## config.mk

```make
export PLATFORM = sky130hd
export DESIGN_NAME = aesrt_mix
export DESIGN_NICKNAME = d
export VERILOG_FILES = /design/src/sv/aesrt_pkg.sv /design/src/sv/aesrt_mix.sv
export SDC_FILE = /design/constraint.sdc
export NUM_CORES = 1
export LEC_CHECK = 0
export CORE_ASPECT_RATIO = 0.9
export CORE_MARGIN = 2
export CORE_UTILIZATION = 40
export DETAILED_ROUTE_END_ITERATION = 16
export DONT_BUFFER_PORTS = 1
export PLACE_DENSITY = 0.61
export SLEW_MARGIN = 20
export SYNTH_ARGS = -nofsm -noshare
export SYNTH_HDL_FRONTEND = slang
export SYNTH_SLANG_ARGS = --single-unit
```

## constraint.sdc

```tcl
create_clock -name vclk -period 2.55
set_input_delay 0.51 -clock vclk [all_inputs]
set_output_delay 0.51 -clock vclk [all_outputs]
set_load 0.1 [all_outputs]
```

## src/sv/aesrt_pkg.sv

```systemverilog
`timescale 1ns / 1ps
package aesrt_pkg;

	typedef enum logic [2:0] {
		OP_ADD_KEY   = 3'd0,
		OP_SUB       = 3'd1,
		OP_INV_SUB   = 3'd2,
		OP_SHIFT     = 3'd3,
		OP_INV_SHIFT = 3'd4,
		OP_MIX       = 3'd5,
		OP_INV_MIX   = 3'd6,
		OP_PASS      = 3'd7
	} op_t;

	typedef logic [7:0] byte_t;
	typedef byte_t [15:0] blk_t;

	localparam byte_t RED_POLY = 8'h1b;

	function automatic byte_t xtime(input byte_t a);
		xtime = a[7] ? ((a << 1) ^ RED_POLY) : (a << 1);
	endfunction

	function automatic byte_t gf_mul(input byte_t a, input byte_t b);
		byte_t acc;
		byte_t x;
		acc = 8'h00;
		x = a;
		for (int i = 0; i < 8; i++) begin
			if (b[i]) acc = acc ^ x;
			x = xtime(x);
		end
		gf_mul = acc;
	endfunction

	function automatic byte_t gf_inv(input byte_t x);
		byte_t r;
		byte_t base;
		logic [7:0] e;
		r = 8'h01;
		base = x;
		e = 8'd254;
		for (int i = 0; i < 8; i++) begin
			if (e[i]) r = gf_mul(r, base);
			base = gf_mul(base, base);
		end
		gf_inv = r;
	endfunction

	function automatic byte_t rotl(input byte_t v, input int n);
		rotl = byte_t'((v << n) | (v >> (8 - n)));
	endfunction

	function automatic byte_t sbox_f(input byte_t x);
		byte_t b;
		b = gf_inv(x);
		sbox_f = b ^ rotl(b, 1) ^ rotl(b, 2) ^ rotl(b, 3) ^ rotl(b, 4) ^ 8'h63;
	endfunction

	function automatic byte_t rsbox_f(input byte_t s);
		rsbox_f = gf_inv(rotl(s, 1) ^ rotl(s, 3) ^ rotl(s, 6) ^ 8'h05);
	endfunction

	typedef byte_t [255:0] tab_t;

	function automatic tab_t mk_sbox();
		tab_t t;
		for (int i = 0; i < 256; i++) t[i] = sbox_f(byte_t'(i));
		mk_sbox = t;
	endfunction

	function automatic tab_t mk_rsbox();
		tab_t t;
		for (int i = 0; i < 256; i++) t[i] = rsbox_f(byte_t'(i));
		mk_rsbox = t;
	endfunction

	localparam tab_t SBOX  = mk_sbox();
	localparam tab_t RSBOX = mk_rsbox();

	function automatic blk_t unpack_blk(input logic [63:0] hi, input logic [63:0] lo);
		blk_t b;
		for (int n = 0; n < 8; n++) begin
			b[n]     = hi[56 - 8*n +: 8];
			b[n + 8] = lo[56 - 8*n +: 8];
		end
		unpack_blk = b;
	endfunction

endpackage

```

## src/sv/aesrt_mix.sv

```systemverilog
`timescale 1ns / 1ps
module aesrt_mix
	import aesrt_pkg::*;
(
	input  op_t  op,
	input  blk_t s,
	output blk_t t
);
	always_comb begin
		t = s;
		for (int c = 0; c < 4; c++) begin
			if (op == OP_MIX) begin
				t[4*c+0] = xtime(s[4*c]) ^ gf_mul(s[4*c+1], 8'h03) ^ s[4*c+2] ^ s[4*c+3];
				t[4*c+1] = s[4*c] ^ xtime(s[4*c+1]) ^ gf_mul(s[4*c+2], 8'h03) ^ s[4*c+3];
				t[4*c+2] = s[4*c] ^ s[4*c+1] ^ xtime(s[4*c+2]) ^ gf_mul(s[4*c+3], 8'h03);
				t[4*c+3] = gf_mul(s[4*c], 8'h03) ^ s[4*c+1] ^ s[4*c+2] ^ xtime(s[4*c+3]);
			end else if (op == OP_INV_MIX) begin
				for (int r = 0; r < 4; r++)
					t[4*c+r] = gf_mul(s[4*c + r], 8'h0e)
						^ gf_mul(s[4*c + (r+1)%4], 8'h0b)
						^ gf_mul(s[4*c + (r+2)%4], 8'h0d)
						^ gf_mul(s[4*c + (r+3)%4], 8'h09);
			end
		end
	end
endmodule

```

Word level (Yosys, flattened, before mapping)
Index checks and enable logic that the tools add are counted.
{ "word_totals": {"regBits": 0, "inputBits": 131, "output_inout_bits": 128, "word_cells": 650} }
{ "op_classes": {"n_eq_ne": 2, "n_mux": 376, "n_bitwise": 272} }
{ "op_table": {"columns": ["cell", "n"], "rows": [
  ["two-way mux 8 bit", 320],
  ["XOR 8 bit", 224],
  ["two-way mux 32 bit", 8],
  ["two-way mux 5 bit", 48],
  ["inverter 4 bit", 48],
  ["equality test 3 bit, second input constant", 2]
]} }

Depth between registers and ports, before layout
{ "logic_depth": {"depth_word": 15, "ltp_mapped": 7, "ltp_nobuf": 6} }

Worst setup path after synthesis
OpenSTA, ideal clock, no wires.
{ "synth_timing": {"path_type": "in2out", "from": "in s[7] in the netlist's numbering", "to": "out t[28] in the netlist's numbering", "arrival_time_ps": 4227, "t_required_ps": 2040, "slack_ps": -2187, "stages": 6, "path_buffers": 1, "cell_sequence": "buf_2 -> xor2_2 -> xor3_1 -> xnor2_1 -> xnor2_1 -> a221oi_1"} }
{ "synth_rtl": {"columns": ["element", "line_no", "source"], "rows": [
  ["start, declared", "aesrt_mix.sv:6", "input blk_t s,"],
  ["end, declared", "aesrt_mix.sv:7", "output blk_t t"]
]} }

==> metrics.yaml <==
clkPwrFrac_pct: 0
cap_violations: 0
post_dp_cell_area_um2: 22000
die_w_um: 202
core_um2: 34900
num_io_pins: 259
grt_use_total_pct: 28.0
setup_viol: 63
worstPathArrival_ns: 2.27
drt_wl_total_um: 52900
hpwl_um: 40200
power.density_nw_per_um2: 606
area_growth_pct: 69.9
p_seq_share_pct: 0
hold_path_class: "in -> out"
worst_pin_slew_ns: 0.490
rsz0062_at_grt: "true"
synthesis.area_um2: 14100
crit_type: "in -> out"
timing.hold.ws_ns: 1.35
mostFrequentLayoutCell: "xnor2_1"
syn-mean-instance-area_um2: 8.73
status: "finished, violations left"
hold_violations: 0
grt_pass1_wl_um: 79800
routedWlPerCell_um: 22.7
switching_share_pct: 50.2
gp_congestion: 0.916
grt_overflow_total: 0
syn_inst: 1612
dr_total_vias: 12400
seq_cell_count: 0
p_int_mw: 7.22
seq_area_um2: 0
relSlewSlack_pct: 67.1
max_freq_ghz: 0.360
antenna_found_initial: 0
fp-row-count: 65
drv_slew: 0
drt_iter0_markers: 562
viasPerCell: 5.34
cts-hold-fix-buffers: 0
leakage_nw: 9.74
drive_above_1_share_pct: 50.5
ys_seq_area_share_pct: 0
path_max_fanout: 6
remaining_drc_errors: 0
diodes: 0
critPathLaunchType: "input pin"
ant_nets: 0
finalNetCount: 1994
setup_slack_ns: -0.231
grt_max_degree: 55
drtPass1Iterations: 5
synth_cell_types: 47
synth_nets: 1743
die_h_um: 182
min_from: "s[56]"
die-area_um2: 36700
ys_warn_count: 0
whs_endpoint: "t[56]"
nClkBuffers: 0
cp.required_ns: 2.04
end_kind: "output port"
port-buffer-count: 0
hold_depth: 2
final_cell_mix: "xnor2_1 (447), buf_4 (246), buf_12 (140), xnor2_2 (134), xor2_1 (116)"
p_switching_mw: 7.27
grt_pass1_vias: 13100
fin_area_um2: 23900
period_minus_slack_ns: 2.78
vdd_ir_drop_max_v: 0.000434
initial_core_util_pct: 40.3
combPwrFrac_pct: 100.0
violations: "negative setup slack"
finalCritPeriodShare_pct: 109
-- area by class of cell --
type | instances | area, um^2
Tap cell | 469 | 587
Inverter | 2 | 7.51
Fill cell | 2485 | 11000
Multi-Input combinational cell | 1433 | 18200
Timing Repair Buffer | 426 | 5100
-- synth_stat cells, drive strengths merged (2+ instances only) --
master,instances,share of area [%]
clkbuf,103,2.8
a221oi,5,0.36
xor2,190,12
nand3b,5,0.27
o211a,2,0.14
mux2i,8,0.57
a22oi,47,2.5
nor2,62,1.7
a21oi,103,3.7
xnor2,672,43
inv,2,0.053
o21ai,43,1.5
a211oi,9,0.48
a31oi,15,0.67
nor3,8,0.28
a21boi,4,0.21
xor3,21,3.5
o21a,4,0.21
nand2,95,2.5
xnor3,119,19
o2bb2ai,2,0.12
buf,73,2.9
o22ai,8,0.36
-- worst max path at each step --
stage,endpoint,slack (ns),from,cells past startpoint
5_1_grt,t[28],-0.33,s[17],7
3_3_place_gp,t[66],-0.32,s[74],7
4_1_cts,t[92],-0.20,s[74],8
2_1_floorplan,t[69],-0.78,s[74],7
6_report,t[66],-0.23,s[74],8
3_5_place_dp,t[66],-0.34,s[74],7
-- metrics by stage --
| step | setup slack [ns] | cells | utilization, % | total power [mW] | TNS [ns] |
|---|---|---|---|---|---|
| 4_1_cts | -0.199 | 2302 | 65.3 | 13.7 | -4.41 |
| 2_1_floorplan | -0.776 | 1612 | - | 10.3 | -38.07 |
| 5_1_grt | -0.331 | 2330 | 68.5 | 15.2 | -9.77 |
| 6_report | -0.231 | 2330 | 68.5 | 14.5 | -5.27 |
| 3_3_place_gp | -0.323 | 2283 | 63.2 | 13.0 | -5.99 |
| 3_5_place_dp | -0.343 | 2283 | 63.2 | 13.1 | -7.35 |
-- what timing repair did --
action	4_1_cts	5_1_grt
endpoints found under the setup margin	81	107
gates resized for setup	103	144
setup buffers	24	33
pin swaps	140	113
-- power by group through the flow --
stage / Combinational [mW] / Clock [mW] / Sequential (mW)
finish: 14.5 / 0 / 0
global route: 15.2 / 0 / 0
CTS: 13.7 / 0 / 0
detailed placement: 13.1 / 0 / 0
global placement: 13.0 / 0 / 0
floorplan: 10.3 / 0 / 0
-- cells by family after synthesis --
logic type / synth area share, %
muxes: 0.649
AOI/OAI and AO/OA: 10.6
buffers and inverters: 5.84
xor gates and xnor gates: 77.9
and+or+nand+nor: 4.99
-- metal layers --
layer,vias to the layer above,wire [um],global-route usage (%)
li1,5707,-,-
met1,6237,22700,38.1
met2,405,26200,47.9
met3,83,2680,3.10
met4,0,1320,6.47
met5,-,0,0
-- critical path, stage by stage --
cell	delay [ns]
xnor3_2	0.45
xor3_2	0.45
buf_4	0.16
xnor3_1	0.16
nor2_1	0.13
a21oi_2	0.06
o21ai_4	0.16
buf_12	0.19
Power figures use the tool's default switching activity.
